[src/design/frhc_pkg.sv]
// Shared types, constants and the CRC-32 byte update for the framed record
// header and CRC check. No dependencies; every other design file imports it.
`default_nettype none

package frhc_pkg;

    localparam int unsigned HEADER_BYTES = 14;
    localparam int unsigned POS_W        = 34;
    localparam int unsigned QUEUE_DEPTH  = 2;

    localparam logic [31:0] CRC_POLY = 32'hEDB8_8320;
    localparam logic [31:0] CRC_ONES = 32'hFFFF_FFFF;
    localparam logic [POS_W-1:0] POS_MAX = {POS_W{1'b1}};

    localparam logic [31:0] MAGIC_RESET   = 32'h5046_454D;
    localparam logic [15:0] VERSION_RESET = 16'd1;
    localparam logic [31:0] MAX_LEN_RESET = 32'd67108864;

    // Header byte offsets.
    localparam logic [3:0] OFS_VER_0 = 4'd4;
    localparam logic [3:0] OFS_VER_1 = 4'd5;
    localparam logic [3:0] OFS_LEN_0 = 4'd6;
    localparam logic [3:0] OFS_LEN_1 = 4'd7;
    localparam logic [3:0] OFS_LEN_2 = 4'd8;
    localparam logic [3:0] OFS_LEN_3 = 4'd9;
    localparam logic [3:0] OFS_CRC_0 = 4'd10;
    localparam logic [3:0] OFS_CRC_1 = 4'd11;
    localparam logic [3:0] OFS_CRC_2 = 4'd12;
    localparam logic [3:0] OFS_CRC_3 = 4'd13;

    typedef enum logic [1:0] {
        CFG_MAGIC   = 2'd0,
        CFG_VERSION = 2'd1,
        CFG_MAX_LEN = 2'd2
    } cfg_index_t;

    typedef enum logic [2:0] {
        ST_OK        = 3'd0,
        ST_SHORT     = 3'd1,
        ST_MAGIC     = 3'd2,
        ST_VERSION   = 3'd3,
        ST_TOO_LARGE = 3'd4,
        ST_TRUNCATED = 3'd5,
        ST_TRAILING  = 3'd6,
        ST_CHECKSUM  = 3'd7
    } status_t;

    typedef struct packed {
        logic [7:0] data_byte;
        logic       last_byte;
    } byte_word_t;

    typedef struct packed {
        logic [2:0]  status;
        logic [31:0] declared_length;
        logic [31:0] computed_crc;
    } verdict_word_t;

    // One finished record as the front hands it to the back.
    typedef struct packed {
        logic [POS_W-1:0] count;
        logic             magic_ok;
        logic [15:0]      version;
        logic [31:0]      length;
        logic [31:0]      header_crc;
        logic [31:0]      crc;
    } record_t;

    // Reflected CRC-32 update by one byte; reduces to an XOR network.
    function automatic logic [31:0] crc_byte(input logic [31:0] crc, input logic [7:0] b);
        logic [31:0] c;
        c = {24'd0, crc[7:0] ^ b};
        for (int k = 0; k < 8; k++)
        begin
            c = c[0] ? (CRC_POLY ^ (c >> 1)) : (c >> 1);
        end
        return c ^ (crc >> 8);
    endfunction

endpackage

`default_nettype wire

[src/design/framed_record_header_crc_check.sv]
// Top level of the framed record header and CRC-32 check: configuration
// registers plus front, queue and back. Depends on frhc_pkg and the frhc_* modules.
//
//   channel   direction  handshake            word
//   byte      in         byte_valid/stall     byte_word_t (data_byte, last_byte)
//   verdict   out        verdict_valid/stall  verdict_word_t (status, length, crc)
//   cfg       in         cfg_valid/ready      cfg_index, cfg_data
//
// One record byte is taken every cycle unless byte_stall is high; the CRC byte
// update in the front sets that figure. A record summary enters the queue on the
// edge that takes its last byte; the back pops it, ranks the checks and passes
// the verdict into the output register once that register is free or being taken.
// byte_stall is high only while the queue is full, which happens when the verdict
// side stalls. Reset clears all control state at once; there is no clearing pass.
`default_nettype none

module framed_record_header_crc_check #(
    parameter int unsigned QUEUE_DEPTH = frhc_pkg::QUEUE_DEPTH
) (
    input  wire logic                    clk,
    input  wire logic                    rst_n,
    input  wire logic                    byte_valid,
    output logic                         byte_stall,
    input  wire frhc_pkg::byte_word_t    byte_word,
    output logic                         verdict_valid,
    input  wire logic                    verdict_stall,
    output frhc_pkg::verdict_word_t      verdict_word,
    input  wire logic                    cfg_valid,
    output logic                         cfg_ready,
    input  wire logic [1:0]              cfg_index,
    input  wire logic [31:0]             cfg_data
);
    import frhc_pkg::*;

    logic [31:0] magic_reg;
    logic [15:0] version_reg;
    logic [31:0] max_len_reg;

    logic    push, queue_full, pop, not_empty;
    record_t push_rec, head;

    // The register file is always able to take a write. Writes to an index
    // beyond the list are accepted and dropped.
    assign cfg_ready = 1'b1;

    always_ff @(posedge clk or negedge rst_n)
    begin
        if (!rst_n)
        begin
            magic_reg   <= MAGIC_RESET;
            version_reg <= VERSION_RESET;
            max_len_reg <= MAX_LEN_RESET;
        end
        else if (cfg_valid)
        begin
            case (cfg_index)
                CFG_MAGIC:   magic_reg   <= cfg_data;
                CFG_VERSION: version_reg <= cfg_data[15:0];
                CFG_MAX_LEN: max_len_reg <= cfg_data;
                default:     ;
            endcase
        end
    end

    // The front compares each magic byte as it arrives; version and length
    // are judged by the back when the verdict is formed.
    frhc_front u_front (
        .clk        (clk),
        .rst_n      (rst_n),
        .byte_valid (byte_valid),
        .byte_stall (byte_stall),
        .byte_word  (byte_word),
        .magic_word (magic_reg),
        .queue_full (queue_full),
        .push       (push),
        .push_rec   (push_rec)
    );

    frhc_queue #(
        .DEPTH (QUEUE_DEPTH)
    ) u_queue (
        .clk       (clk),
        .rst_n     (rst_n),
        .push      (push),
        .push_rec  (push_rec),
        .full      (queue_full),
        .pop       (pop),
        .not_empty (not_empty),
        .head      (head)
    );

    frhc_back u_back (
        .clk                (clk),
        .rst_n              (rst_n),
        .not_empty          (not_empty),
        .head               (head),
        .pop                (pop),
        .expected_version   (version_reg),
        .max_payload_length (max_len_reg),
        .verdict_valid      (verdict_valid),
        .verdict_stall      (verdict_stall),
        .verdict_word       (verdict_word)
    );

endmodule

`default_nettype wire

[src/design/frhc_front.sv]
// Front part: accepts record bytes, counts them, captures the header and runs
// the CRC. Hands one record summary per last byte to the queue. Uses frhc_pkg.
`default_nettype none

module frhc_front (
    input  wire logic                clk,
    input  wire logic                rst_n,
    input  wire logic                byte_valid,
    output logic                     byte_stall,
    input  wire frhc_pkg::byte_word_t byte_word,
    input  wire logic [31:0]         magic_word,
    input  wire logic                queue_full,
    output logic                     push,
    output frhc_pkg::record_t        push_rec
);
    import frhc_pkg::*;

    logic [POS_W-1:0] pos_reg, pos_next;
    logic             magic_ok_reg, magic_ok_next;
    logic [15:0]      ver_reg, ver_next;
    logic [31:0]      len_reg, len_next;
    logic [31:0]      hcrc_reg, hcrc_next;
    logic [31:0]      crc_reg, crc_next;

    logic       accept;
    logic       in_hdr;
    logic [3:0] idx;
    logic [7:0] b;
    logic [7:0] want;

    assign byte_stall = queue_full;
    assign accept     = byte_valid && !queue_full;
    assign b          = byte_word.data_byte;
    assign in_hdr     = pos_reg < POS_W'(HEADER_BYTES);
    assign idx        = pos_reg[3:0];
    assign want       = 8'(magic_word >> {idx[1:0], 3'b000});

    always_comb
    begin
        ver_next      = ver_reg;
        len_next      = len_reg;
        hcrc_next     = hcrc_reg;
        magic_ok_next = magic_ok_reg;
        crc_next      = crc_reg;
        if (!in_hdr)
        begin
            crc_next = crc_byte(crc_reg, b);
        end
        else
        begin
            case (idx)
                OFS_VER_0: ver_next[7:0]    = b;
                OFS_VER_1: ver_next[15:8]   = b;
                OFS_LEN_0: len_next[7:0]    = b;
                OFS_LEN_1: len_next[15:8]   = b;
                OFS_LEN_2: len_next[23:16]  = b;
                OFS_LEN_3: len_next[31:24]  = b;
                OFS_CRC_0: hcrc_next[7:0]   = b;
                OFS_CRC_1: hcrc_next[15:8]  = b;
                OFS_CRC_2: hcrc_next[23:16] = b;
                OFS_CRC_3: hcrc_next[31:24] = b;
                default:
                begin
                    if (b != want)
                    begin
                        magic_ok_next = 1'b0;
                    end
                end
            endcase
        end
        pos_next = (pos_reg == POS_MAX) ? pos_reg : pos_reg + POS_W'(1);
    end

    always_comb
    begin
        push                = accept && byte_word.last_byte;
        push_rec.count      = pos_next;
        push_rec.magic_ok   = magic_ok_next;
        push_rec.version    = ver_next;
        push_rec.length     = len_next;
        push_rec.header_crc = hcrc_next;
        push_rec.crc        = crc_next ^ CRC_ONES;
    end

    always_ff @(posedge clk or negedge rst_n)
    begin
        if (!rst_n)
        begin
            pos_reg      <= '0;
            magic_ok_reg <= 1'b1;
            ver_reg      <= '0;
            len_reg      <= '0;
            hcrc_reg     <= '0;
            crc_reg      <= CRC_ONES;
        end
        else if (accept)
        begin
            if (byte_word.last_byte)
            begin
                pos_reg      <= '0;
                magic_ok_reg <= 1'b1;
                ver_reg      <= '0;
                len_reg      <= '0;
                hcrc_reg     <= '0;
                crc_reg      <= CRC_ONES;
            end
            else
            begin
                pos_reg      <= pos_next;
                magic_ok_reg <= magic_ok_next;
                ver_reg      <= ver_next;
                len_reg      <= len_next;
                hcrc_reg     <= hcrc_next;
                crc_reg      <= crc_next;
            end
        end
    end

endmodule

`default_nettype wire

[src/design/frhc_queue.sv]
// Short FIFO of finished record summaries between front and back.
// Uses frhc_pkg for the record type.
`default_nettype none

module frhc_queue #(
    parameter int unsigned DEPTH = frhc_pkg::QUEUE_DEPTH
) (
    input  wire logic              clk,
    input  wire logic              rst_n,
    input  wire logic              push,
    input  wire frhc_pkg::record_t push_rec,
    output logic                   full,
    input  wire logic              pop,
    output logic                   not_empty,
    output frhc_pkg::record_t      head
);
    import frhc_pkg::*;

    localparam int unsigned PW = (DEPTH > 1) ? $clog2(DEPTH) : 1;
    localparam int unsigned CW = $clog2(DEPTH + 1);

    record_t        mem [DEPTH];
    logic [PW-1:0]  wr_ptr_reg, wr_ptr_next;
    logic [PW-1:0]  rd_ptr_reg, rd_ptr_next;
    logic [CW-1:0]  cnt_reg, cnt_next;
    logic           do_push, do_pop;

    assign full      = cnt_reg == CW'(DEPTH);
    assign not_empty = cnt_reg != '0;
    assign head      = mem[rd_ptr_reg];
    assign do_push   = push && !full;
    assign do_pop    = pop && not_empty;

    always_comb
    begin
        wr_ptr_next = wr_ptr_reg;
        rd_ptr_next = rd_ptr_reg;
        cnt_next    = cnt_reg;
        if (do_push)
        begin
            wr_ptr_next = (wr_ptr_reg == PW'(DEPTH - 1)) ? '0 : wr_ptr_reg + PW'(1);
        end
        if (do_pop)
        begin
            rd_ptr_next = (rd_ptr_reg == PW'(DEPTH - 1)) ? '0 : rd_ptr_reg + PW'(1);
        end
        case ({do_push, do_pop})
            2'b10:   cnt_next = cnt_reg + CW'(1);
            2'b01:   cnt_next = cnt_reg - CW'(1);
            default: cnt_next = cnt_reg;
        endcase
    end

    always_ff @(posedge clk)
    begin
        if (do_push)
        begin
            mem[wr_ptr_reg] <= push_rec;
        end
    end

    always_ff @(posedge clk or negedge rst_n)
    begin
        if (!rst_n)
        begin
            wr_ptr_reg <= '0;
            rd_ptr_reg <= '0;
            cnt_reg    <= '0;
        end
        else
        begin
            wr_ptr_reg <= wr_ptr_next;
            rd_ptr_reg <= rd_ptr_next;
            cnt_reg    <= cnt_next;
        end
    end

endmodule

`default_nettype wire

[src/design/frhc_back.sv]
// Back part: takes one record summary from the queue, ranks the checks and
// holds the verdict in an output register until it is taken. Uses frhc_pkg.
`default_nettype none

module frhc_back (
    input  wire logic                   clk,
    input  wire logic                   rst_n,
    input  wire logic                   not_empty,
    input  wire frhc_pkg::record_t      head,
    output logic                        pop,
    input  wire logic [15:0]            expected_version,
    input  wire logic [31:0]            max_payload_length,
    output logic                        verdict_valid,
    input  wire logic                   verdict_stall,
    output frhc_pkg::verdict_word_t     verdict_word
);
    import frhc_pkg::*;

    logic          valid_reg;
    verdict_word_t word_reg, word_next;
    logic [POS_W-1:0] expect_cnt;
    logic          is_short;
    status_t       status;

    assign pop        = not_empty && (!valid_reg || !verdict_stall);
    assign expect_cnt = POS_W'(HEADER_BYTES) + {2'b00, head.length};
    assign is_short   = head.count < POS_W'(HEADER_BYTES);

    always_comb
    begin
        if (is_short)
        begin
            status = ST_SHORT;
        end
        else if (!head.magic_ok)
        begin
            status = ST_MAGIC;
        end
        else if (head.version != expected_version)
        begin
            status = ST_VERSION;
        end
        else if (head.length > max_payload_length)
        begin
            status = ST_TOO_LARGE;
        end
        else if (head.count < expect_cnt)
        begin
            status = ST_TRUNCATED;
        end
        else if (head.count > expect_cnt)
        begin
            status = ST_TRAILING;
        end
        else if (head.crc != head.header_crc)
        begin
            status = ST_CHECKSUM;
        end
        else
        begin
            status = ST_OK;
        end
        word_next.status          = status;
        word_next.declared_length = is_short ? 32'd0 : head.length;
        word_next.computed_crc    = head.crc;
    end

    always_ff @(posedge clk or negedge rst_n)
    begin
        if (!rst_n)
        begin
            valid_reg <= 1'b0;
        end
        else if (!valid_reg || !verdict_stall)
        begin
            valid_reg <= not_empty;
        end
    end

    always_ff @(posedge clk)
    begin
        if (pop)
        begin
            word_reg <= word_next;
        end
    end

    assign verdict_valid = valid_reg;
    assign verdict_word  = word_reg;

endmodule

`default_nettype wire

[config.mk]
export PLATFORM = sky130hd
export DESIGN_NAME = framed_record_header_crc_check
export DESIGN_NICKNAME = d
export VERILOG_FILES = /design/src/design/frhc_pkg.sv /design/src/design/framed_record_header_crc_check.sv /design/src/design/frhc_front.sv /design/src/design/frhc_queue.sv /design/src/design/frhc_back.sv
export SDC_FILE = /design/constraint.sdc
export NUM_CORES = 1
export LEC_CHECK = 0
export BUFFER_PORTS_ARGS = -buffer_cell sky130_fd_sc_hd__buf_2
export CAP_MARGIN = 20
export CELL_PAD_IN_SITES_DETAIL_PLACEMENT = 0
export CELL_PAD_IN_SITES_GLOBAL_PLACEMENT = 2
export CORE_AREA = 2 2 235 294
export CTS_CLUSTER_DIAMETER = 30
export DETAILED_ROUTE_END_ITERATION = 16
export DIE_AREA = 0 0 237 296
export PLACE_DENSITY = 0.82
export SKIP_CTS_REPAIR_TIMING = 1
export SLEW_MARGIN = 20
export SYNTH_ARGS = -nofsm -noshare
export SYNTH_HDL_FRONTEND = slang
export SYNTH_HIERARCHICAL = 1
export SYNTH_SLANG_ARGS = --single-unit
[constraint.sdc]
create_clock -name clk -period 18.3 [get_ports clk]
set_input_delay 1.83 -clock clk [delete_from_list [all_inputs] [get_ports clk]]
set_output_delay 1.83 -clock clk [all_outputs]
set_load 0.01 [all_outputs]
### Word level (Yosys, flattened, before mapping)

Memories as Yosys holds them, arrays and structs flattened.
Index checks and enable logic that the tools add are counted.

| cells by class | value |
|---|---|
| add/sub/neg operators | 6 |
| order comparisons | 5 |
| equal/unequal tests | 19 |
| shifts and indexed selects | 1 |
| mux-type cells | 43 |
| bitwise operators | 12 |
| reductions and logical operators | 17 |

Operators with widths:

| cell | number |
|---|---|
| two-way mux 32 bit | 14 |
| inverter 13 -> 14 bit | 7 |
| two-way mux 8 bit | 10 |
| < comparator 34 x 4 -> 1 bit (second input constant) | 2 |
| two-way mux 34 bit | 2 |
| adder 34 x 1 -> 34 bit (second input constant) | 1 |
| == test 34 bit (second input constant) | 1 |
| > comparator 34 bit | 1 |
| < comparator 34 bit | 1 |
| adder 4 x 32 -> 33 bit (first input constant) | 1 |
| > comparator 32 bit | 1 |
| two-way mux 16 bit | 2 |
| inequality test 32 bit | 1 |
| inverter 32 bit | 1 |
| >> shifter 32 x 5 -> 8 bit | 1 |
| bitwise XOR 32 x 24 -> 32 bit | 1 |
| == test 4 bit (second input constant) | 6 |
| == test 4 x 3 -> 1 bit (second input constant) | 4 |
| inequality test 16 bit | 1 |
| inverter 1 -> 14 bit | 1 |
| two-way mux 3 bit | 4 |
| OR reduction 10 bit | 1 |
| two-way mux 1 bit | 8 |
| inequality test 8 bit | 1 |
| other kinds (16) | 30 |

| storage, ports and cells | value |
|---|---|
| flip-flop bits (word level) | 299 |
| bits in writable memories | 294 |
| word-level logic and storage cells | 121 |
| memories kept | 1 |

Memory list:

| name | depth | width | rd ports | clocked after Yosys merged registers in | wr ports | line | RTL |
|---|---|---|---|---|---|---|---|
| u_queue.mem | 2 | 147 | 1 | 0 | 1 | frhc_queue.sv:22 | `record_t mem [DEPTH];` |

### Depth between registers and ports, before layout

Gate-level depths: netlist of run 1.

| depth | value |
|---|---|
| word-level depth | 20 |
| depth in mapped cells | 19 |

### Modules after synthesis

The synthesis of run 1 kept the hierarchy.

By module, submodules not included:

| module | instances | cells each | area an instance (um2) | sequential area each (um2) |
|---|---|---|---|---|
| frhc_front | 1 | 1,324 | 11,124.4 | 3,719.8 |
| frhc_queue | 1 | 475 | 10,840.4 | 8,928.6 |
| frhc_back | 1 | 487 | 5,047.3 | 2,037.0 |
| framed_record_header_crc_check | 1 | 172 | 3,007.9 | 2,019.4 |

### Worst setup path before layout of run 1

OpenSTA, ideal clock, no wires.

| timing | value |
|---|---|
| path type | input -> register |
| start point | input byte_word[0] (netlist name) |
| end point | memory u_queue/mem[0][0] (netlist name), enable pin |
| data arrival time | 8,733 ps |
| required time | 17,644 ps |
| setup slack | 8,911 ps |
| stages on the path | 6 |
| cell sequence | clkbuf_1 > inv_1 > clkbuf_1 > nor2_1 > nand2_1 > nor2_1 |

| between the ends | value |
|---|---|
| longest elaborated chain between the ends | 4 |

RTL lines:

| item | line | RTL |
|---|---|---|
| start: declaration | framed_record_header_crc_check.sv:24 | `input wire frhc_pkg::byte_word_t byte_word,` |
| logical AND 1 bit | frhc_front.sv:76 | `push = accept && byte_word.last_byte;` |
| named net push | framed_record_header_crc_check.sv:39 | `logic push, queue_full, pop, not_empty;` |
| logical AND 1 bit | frhc_queue.sv:31 | `assign do_push = push && !full;` |
| two-way mux 1 bit | frhc_queue.sv:56 | `if (do_push)` |
| two-way mux 1 bit (not written as such) | frhc_queue.sv:58 | `mem[wr_ptr_reg] <= push_rec;` |
| end: declaration | frhc_queue.sv:22 |  |

The timed path passes the listed nets, and every way through them passes these cells.

### Worst setup path in the final report of run 1

| timing | value |
|---|---|
| start point | input byte_word[0] (netlist name) |
| end point | memory u_queue/mem[0][118] (netlist name), enable pin |

The elaborated chain is that of the path after synthesis.

==> metrics, run 1 <==
CTS max path bufs=3; DIE HEIGHT=296 um; DRT iter0 DRCs=1539; area grow syn2layout=17.3%; largest net degree at the start of global routing=155; Slowest-stage cell, CP=buf_4; all-layer global routing usage=0.241; final setup fails=0; R2R Path Start=u_queue/rd_ptr_reg$_DFFE_PN0P_; final net count=2667; Clock Pin Slew Worst Setup and Hold Paths=60 ps; area share of fa/ha/maj cells after synthesis=0.0296; worst-path fanout max=72; Synth Area in XOR/XNOR=0.0644; I/O pins=118; slew margin rel.=0.239; mapped cell area=0.0300 mm2; routed wl met2=42700 um; Final Max Slew Viols=0; hpwl dp=55800 um; top cell type's share of synthesized area=0.361; Synth Area in Compound Gates=0.0866; router iterations before antenna repair=5; WP buf/inv=5; clock latency on the worst-skew pair=680 ps; total number of vias=20.3k; Largest register FFs=294; Initial Util=0.444; Fin. Hold Viols=0; Ys Warns=6; Worst Hold Slack=494 ps; Antenna Diode Count=0; Crit path max-delay family=buffers and inverters; max layer used=met4; die area=0.0702 mm2; Setup CP Type=input port to flop; root buffer cell=clkbuf_16; commonest cells in the netlist=edfxtp_1, mux2_2, nand3_1; final wirelength=84300 um; ys async rst share=0.391; pwr dens=188 mW/mm2; RSZ-0062 raised after global routing=false; CP Capture Type=flop; met3 WL=4120 um; Final period util=0.280; main combinational cell family by area after synthesis=simple AND/OR/NAND/NOR gates; Cell variety after synth=89; CP Data Arrival Time=5370 ps; biggest area consumer among synthesized cells=edfxtp_1; Inserted Clock Buffers=112; Least-Margin Pin Slew=1140 ps; H-tree levels=3; Worst Min Path Start=u_queue/cnt_reg[1]$_DFFE_PN0P_; initial antenna violation count=0; EDFF count, synth=361; WL met1=35200 um; remaining antenna violation count=0; Synth Area in Simple Gates=0.118; Fill cells=5657; Most common cell on crit path=buf_4; CTS tree=built; Main synth FF type=edfxtp_1; Die Span X=237 um; post-synthesis mux area share=0.0976; slowest cell delay on critical path=890 ps; hold worst-path end=u_queue/cnt_reg[1]$_DFFE_PN0P_; port buffer count=116; hold depth=1; sequential fraction of the synthesis area=0.556; core area=0.0676 mm2; status=finished, final reports clean; data required time of the worst path=18560 ps; layout cell share with drive strength beyond 1=0.261; setup TNS=0 ps; top cells by area, synth=edfxtp_1, dfrtp_1, mux2_2; first-pass GRT wire length=127000 um; critical path, cell by cell=buf_4 -> inv_1 -> buf_4 -> nor2_1 -> nand2_1 -> nor2_4 -> buf_4 -> buf_4; worst vdd ir=0.117 mV; vias per std cell=5.78; terminus of the critical flop-to-flop path=u_back/verdict_word[66]$_SDFFCE_PP0P_; Worst setup SP type=input port; Mapped Avg Cell Area=12.2 um2; Routed wire per std cell=24.0 um; Mapped Cells=2458; CTS Sinks=593; Mapped Nets=2577; Max Fclk=195 MHz; drt drc=0; Max Clock Skew=48.9 ps; Max-Cap Viols=0; cell with the most instances after synthesis=edfxtp_1; #FFs+latches synth=593; Final GP Congestion=0.855; worst hold-check path type=flop to flop; vias in the first global route=20.1k; r2r worst-path depth=9; num rows=107; P_leak=13.3 nW; Min Clock Period, post-route=5120 ps; total gr overflow=0; FF-to-FF setup slack=13220 ps
==> cell type report <==
type / instances / area, um2 / area share
Tap cell: 872 / 1090 / 0.0310
Clock buffer: 123 / 2890 / 0.0820
Sequential cell: 593 / 16700 / 0.475
Inverter: 149 / 559 / 0.0159
Timing Repair Buffer: 146 / 831 / 0.0236
Multi-Input combinational cell: 1546 / 12000 / 0.340
Clock inverter: 89 / 1160 / 0.0329
==> placed cells by master, fill, tap and decap left out, types with 47 or more instances in the layout <==
| cell | count |
|---|---|
| nand3_1 | 187 |
| nand2_1 | 151 |
| dfrtp_1 | 184 |
| o21ai_0 | 106 |
| o311ai_0 | 75 |
| clkbuf_16 | 114 |
| nor2_1 | 82 |
| inv_1 | 148 |
| dfstp_2 | 47 |
| xnor2_1 | 128 |
| edfxtp_1 | 361 |
| buf_2 | 114 |
| a21oi_1 | 48 |
| ha_1 | 70 |
| mux2_2 | 227 |
==> power by group <==
part           internal (mW)  switching (mW)  total (mW)  leakage, nW
combinational          0.881            1.34        2.22         5.24
sequential              2.00           0.239        2.24         6.10
clock                   1.39           0.768        2.16         1.93
total                   4.28            2.35        6.63         13.3
==> kinds of logic after synthesis <==
group / after synthesis
and+or+nand+nor: 671
DFF: 593
AOI/OAI and AO/OA: 366
buffers and inverters: 319
muxes: 254
xor gates and xnor gates: 183
adders and majority gates: 71
other: 1
==> how the worst max path moves through the flow <==
| stage | slack [ps] | end | from | cells past startpoint |
|---|---|---|---|---|
| final | 13180 | u_queue/mem[0][118]$_DFFE_PP_ | byte_word[0] | 8 |
| after global routing | 12740 | u_back/verdict_word[64]$_SDFFCE_PP1P_ | u_queue/rd_ptr_reg$_DFFE_PN0P_ | 15 |
| after CTS | 13130 | u_back/verdict_word[66]$_SDFFCE_PP0P_ | u_queue/rd_ptr_reg$_DFFE_PN0P_ | 9 |
| after detailed placement | 12500 | u_queue/mem[0][143]$_DFFE_PP_ | byte_word[0] | 8 |
| after global placement | 12590 | u_queue/mem[0][118]$_DFFE_PP_ | byte_word[0] | 8 |
| after floorplan | 8910 | u_queue/mem[0][0]$_DFFE_PP_ | byte_word[0] | 6 |
==> metal layers <==
| layer | global-route usage | vias to the layer above |
|---|---|---|
| met5 | 0 | - |
| met4 | 0.0861 | 0 |
| met3 | 0.0363 | 113 |
| met2 | 0.413 | 631 |
| met1 | 0.311 | 10300 |
| li1 | - | 9341 |
==> per-stage QoR <==
step           area [um2]  power (mW)  setup WS (ps)  utilization  instances
3_3_place_gp        31200        4.44          12590        0.461       3306
2_1_floorplan       30000        3.75           8910            -       2458
4_1_cts             35200        6.69          13130        0.521       3518
3_5_place_dp        31200        4.50          12500        0.461       3306
6_report            35200        6.63          13180        0.521       3518
5_1_grt             35200        6.96          12740        0.521       3518
Note: power is estimated with default switching activity, not from simulation.
==> run 2, diff against run 1 <==
--- a/config.mk
+++ b/config.mk
@@ -9,11 +9,11 @@
 export CAP_MARGIN = 20
 export CELL_PAD_IN_SITES_DETAIL_PLACEMENT = 0
 export CELL_PAD_IN_SITES_GLOBAL_PLACEMENT = 2
-export CORE_AREA = 2 2 235 294
+export CORE_AREA = 2 2 252 316
 export CTS_CLUSTER_DIAMETER = 30
 export DETAILED_ROUTE_END_ITERATION = 16
-export DIE_AREA = 0 0 237 296
-export PLACE_DENSITY = 0.82
+export DIE_AREA = 0 0 254 318
+export PLACE_DENSITY = 0.75
 export SKIP_CTS_REPAIR_TIMING = 1
 export SLEW_MARGIN = 20
 export SYNTH_ARGS = -nofsm -noshare
==> constraint.sdc (replaced) <==
create_clock -name clk -period 4.5 [get_ports clk]
set_input_delay 0.45 -clock clk [delete_from_list [all_inputs] [get_ports clk]]
set_output_delay 0.45 -clock clk [all_outputs]
set_load 0.01 [all_outputs]
==> metrics, run 2 (synthesis results as in run 1) <==
Most common cell on crit path=buf_4; slowest cell delay on critical path=690 ps; Final Max Slew Viols=0; data required time of the worst path=4910 ps; Initial Util=0.385; total gr overflow=0; CP Capture Type=flop; pre-CTS setup slack=108 ps; WP buf/inv=3; total number of vias=20.5k; post-route cell area=0.0361 mm2; all-layer global routing usage=0.218; CP Data Arrival Time=4750 ps; slew margin rel.=0.271; DIE HEIGHT=318 um; largest net degree at the start of global routing=100; Layout Cells excl Fill=3750; most frequent cells in the layout=edfxtp_1, mux2_2, nand3_1, dfrtp_1, nand2_1; I/O pins=118; P_leak=13.6 nW; final setup fails=0; vias in the first global route=20.5k; PnR worst setup slack=162 ps; Die Span X=254 um; CTS max path bufs=3; placed cells=3524; vias per std cell=5.46; remaining antenna violation count=0; area grow syn2layout=20.3%; DP Area=0.0318 mm2; DRT iter0 DRCs=1593; status=finished, final reports clean; num rows=115; critical path, cell by cell=buf_4 -> buf_4 -> mux2_2 -> xnor2_1 -> nand4_1 -> nor4_1 -> buf_4 -> nand2_1 -> or4_1 -> o311a_1; worst vdd ir=0.511 mV; CTS tree=built; router iterations before antenna repair=5; drt drc=0; Least-Margin Pin Slew=1090 ps; core area=0.0780 mm2; most common cell after layout, fill and taps aside=edfxtp_1; Inserted Clock Buffers=118; worst-path fanout max=64; port buffer count=116; Max Fclk=231 MHz; Max-Cap Viols=0; layout cell share with drive strength beyond 1=0.282; hpwl dp=60000 um; Largest register FFs=294; CTS Sinks=593; final net count=2711; Final period util=0.964; Crit path max-delay family=simple AND/OR/NAND/NOR gates; clock latency on the worst-skew pair=700 ps; Clock Pin Slew Worst Setup and Hold Paths=50 ps; Worst setup SP type=flop; root buffer cell=clkbuf_16; Max Clock Skew=52.3 ps; first-pass GRT wire length=132000 um; Slowest-stage cell, CP=buf_4; Min Clock Period, post-route=4340 ps; pwr dens=766 mW/mm2; H-tree levels=3; die area=0.0808 mm2; Routed wire per std cell=23.6 um; Final GP Congestion=0.834; initial antenna violation count=0; Setup CP Type=flop to flop; Fin. Hold Viols=0; final wirelength=88400 um; worst hold-check path type=input port to flop
## run 2: cell types whose count changed in the layout (fill, tap and decap cells not counted), moves of 5 or more
cell,change
inv_6,+10
clkbuf_16,+6
clkinv_1,-5
clkbuf_1,-8
inv_8,+8
clkinv_4,+10
buf_12,+7
buf_4,+30
## run 2: routing by layer
| metal | vias to the layer above | global-route usage | part of all wire |
|---|---|---|---|
| li1 | 9417 | - | - |
| met1 | 10300 | 0.286 | 0.43 |
| met2 | 609 | 0.363 | 0.49 |
| met3 | 137 | 0.0322 | 0.046 |
| met4 | 0 | 0.0846 | 0.036 |
| met5 | - | 0 | 0 |
## run 2: cell type report
type                    instances  area (um2)
fillers                      7038       41900
clock buffers                 125        3060
repair buffers                184        1210
diodes                          1        2.50
flip-flops and latches        593       16700
multi-input cells            1546       12000
clock inverters                99        1230
inverters                     149         559
well taps                    1053        1320
## run 2: through the flow
| step | utilization | power, mW | hold WS (ps) | TNS (ps) |
|---|---|---|---|---|
| 3_3_place_gp | 0.407 | 18.3 | 471 | 0 |
| 4_1_cts | 0.462 | 27.9 | -145 | 0 |
| 3_5_place_dp | 0.407 | 18.5 | 484 | 0 |
| 2_1_floorplan | - | 15.2 | 154 | 0 |
| 6_report | 0.463 | 27.6 | 30.2 | 0 |
| 5_1_grt | 0.463 | 29.1 | 14.8 | -29.1 |
## run 2: report_power, final
group	internal [mW]	switching [mW]	total [mW]
clock network	5.90	3.34	9.25
registers	8.14	0.878	9.02
logic	3.75	5.63	9.38
## run 2: final timing paths
check	start	slack [ps]	cells past startpoint	endpoint
min in group asynchronous	rst_n	380	2	u_front/hcrc_reg[19]$_DFFE_PN0P_
hold reg to reg	u_queue/cnt_reg[1]$_DFFE_PN0P_	490	1	u_queue/cnt_reg[1]$_DFFE_PN0P_
max in group asynchronous	rst_n	3050	3	max_len_reg[20]$_DFFE_PN0P_
hold / removal	cfg_data[31]	30	2	magic_reg[31]$_DFFE_PN0P_
setup reg to reg	u_queue/rd_ptr_reg$_DFFE_PN0P_	160	10	u_back/verdict_word[66]$_SDFFCE_PP0P_
setup / recovery	u_queue/rd_ptr_reg$_DFFE_PN0P_	160	10	u_back/verdict_word[66]$_SDFFCE_PP0P_
==> run 3, diff against run 2 <==
--- a/config.mk
+++ b/config.mk
@@ -13,7 +13,7 @@
 export CTS_CLUSTER_DIAMETER = 30
 export DETAILED_ROUTE_END_ITERATION = 16
 export DIE_AREA = 0 0 254 318
-export PLACE_DENSITY = 0.75
+export PLACE_DENSITY = 0.78
 export SKIP_CTS_REPAIR_TIMING = 1
 export SLEW_MARGIN = 20
 export SYNTH_ARGS = -nofsm -noshare
==> metrics, run 3 (synthesis results as in run 1) <==
root buffer cell=clkbuf_16; Clock Pin Slew Worst Setup and Hold Paths=50 ps; CP Data Arrival Time=4790 ps; Max-Cap Viols=0; CTS Sinks=593; DIE HEIGHT=318 um; Die Span X=254 um; WL met1=37400 um; worst-path fanout max=8; core area=0.0780 mm2; die area=0.0808 mm2; Multi-input gate area=0.0120 mm2; Fin. Hold Viols=0; Fill cells=7062; H-tree levels=3; PnR worst setup slack=139 ps; Setup CP Type=flop to flop; P_leak=13.6 nW; all-layer global routing usage=0.217; total number of vias=20.6k; Max Clock Skew=57.8 ps; I/O pins=118; most common cell after layout, fill and taps aside=edfxtp_1; Max Fclk=229 MHz; status=finished, final reports clean; router iterations before antenna repair=5; Final period util=0.969; Min Clock Period, post-route=4360 ps; pwr dens=756 mW/mm2; worst hold-check path type=input port to flop; first-pass GRT wire length=132000 um; area grow syn2layout=19.8%; Least-Margin Pin Slew=1120 ps; DP Area=0.0318 mm2; num rows=115; initial antenna violation count=1; worst vdd ir=0.460 mV; Final Max Slew Viols=0; port buffer count=116; clock latency on the worst-skew pair=690 ps; CP Capture Type=flop; FF-to-FF setup slack=140 ps; hpwl dp=60500 um; most frequent cells in the layout=edfxtp_1, mux2_2, nand3_1, dfrtp_1, nand2_1; remaining antenna violation count=0; layout cell share with drive strength beyond 1=0.280; Inserted Clock Buffers=118; DRT iter0 DRCs=1550; max layer used=met4; final net count=2720; vias in the first global route=20.7k; largest net degree at the start of global routing=102; Reg area=0.0167 mm2; slew margin rel.=0.253; Initial Util=0.385; routed wl met2=44200 um; CTS max path bufs=3; Routed wire per std cell=23.6 um; final setup fails=0; post-route cell area=0.0360 mm2; hold depth=2; total gr overflow=0; Largest register FFs=294; r2r worst-path depth=16; pre-CTS setup slack=12.7 ps; drt drc=0; data required time of the worst path=4930 ps; final wirelength=88600 um; vias per std cell=5.48; CTS tree=built; Final GP Congestion=0.958; met3 WL=4200 um; Worst setup SP type=flop; Final Util=0.461
run 3: cell count changes in the layout (fill, tap and decap cells not counted), sizes merged, moves of 2 or more:
cell | before | now
buf | 183 | 191
bufinv | 14 | 7
clkbuf | 125 | 140
clkinvlp | 11 | 9
inv | 189 | 186
run 3: worst paths after layout:
check	from	end
worst min register to register	magic_reg[31]$_DFFE_PN0P_	magic_reg[31]$_DFFE_PN0P_
worst min-delay path	cfg_data[18]	max_len_reg[18]$_DFFE_PN0P_
min in group asynchronous	rst_n	u_front/hcrc_reg[19]$_DFFE_PN0P_
worst max-delay path	u_queue/rd_ptr_reg$_DFFE_PN0P_	u_back/verdict_word[64]$_SDFFCE_PP1P_
worst max register to register	u_queue/rd_ptr_reg$_DFFE_PN0P_	u_back/verdict_word[64]$_SDFFCE_PP1P_
max in group asynchronous	rst_n	max_len_reg[26]$_DFFE_PN1P_
run 3: power by group:
part	internal, mW	switching [mW]	total [mW]
clock network	5.59	3.24	8.83
logic	3.76	5.61	9.37
registers	8.14	0.869	9.01
total	17.5	9.72	27.2
run 3: cell type report:
cell class | instances | area share
sequential | 593 | 0.465
multi-input combinational | 1546 | 0.334
clock buffer | 140 | 0.0884
tap | 1053 | 0.0366
timing repair buffer | 193 | 0.0350
clock inverter | 86 | 0.0262
inverter | 149 | 0.0155
antenna | 2 | 0.000139
run 3: critical path, cell delays in order (launching register included):
cell      delay (ps)
dfrtp_4          530
mux2_2           290
inv_1             80
ha_1             230
nand2b_1         110
nor2b_4          170
or3b_1           410
or4_4            480
nor2_2           130
xnor2_1          150
ha_1             290
a21o_1           170
a221oi_1         290
o21ai_1          160
a211oi_2         210
a21oi_1          110
a221oi_1         300
run 3: routing by layer:
metal  global-route usage  vias up
met4               0.0766        0
met3               0.0367      156
met1                0.281    10400
met5                    0        -
met2                0.367      604
li1                     -     9437
run 3: through the flow:
step	setup TNS [ps]	power, mW	hold slack [ps]	instances
2_1_floorplan	0	15.2	154	2458
3_3_place_gp	0	18.2	469	3529
3_5_place_dp	0	18.4	488	3529
4_1_cts	-115	27.4	-141	3755
5_1_grt	-5.29	28.6	0.731	3760
6_report	0	27.2	27.3	3762
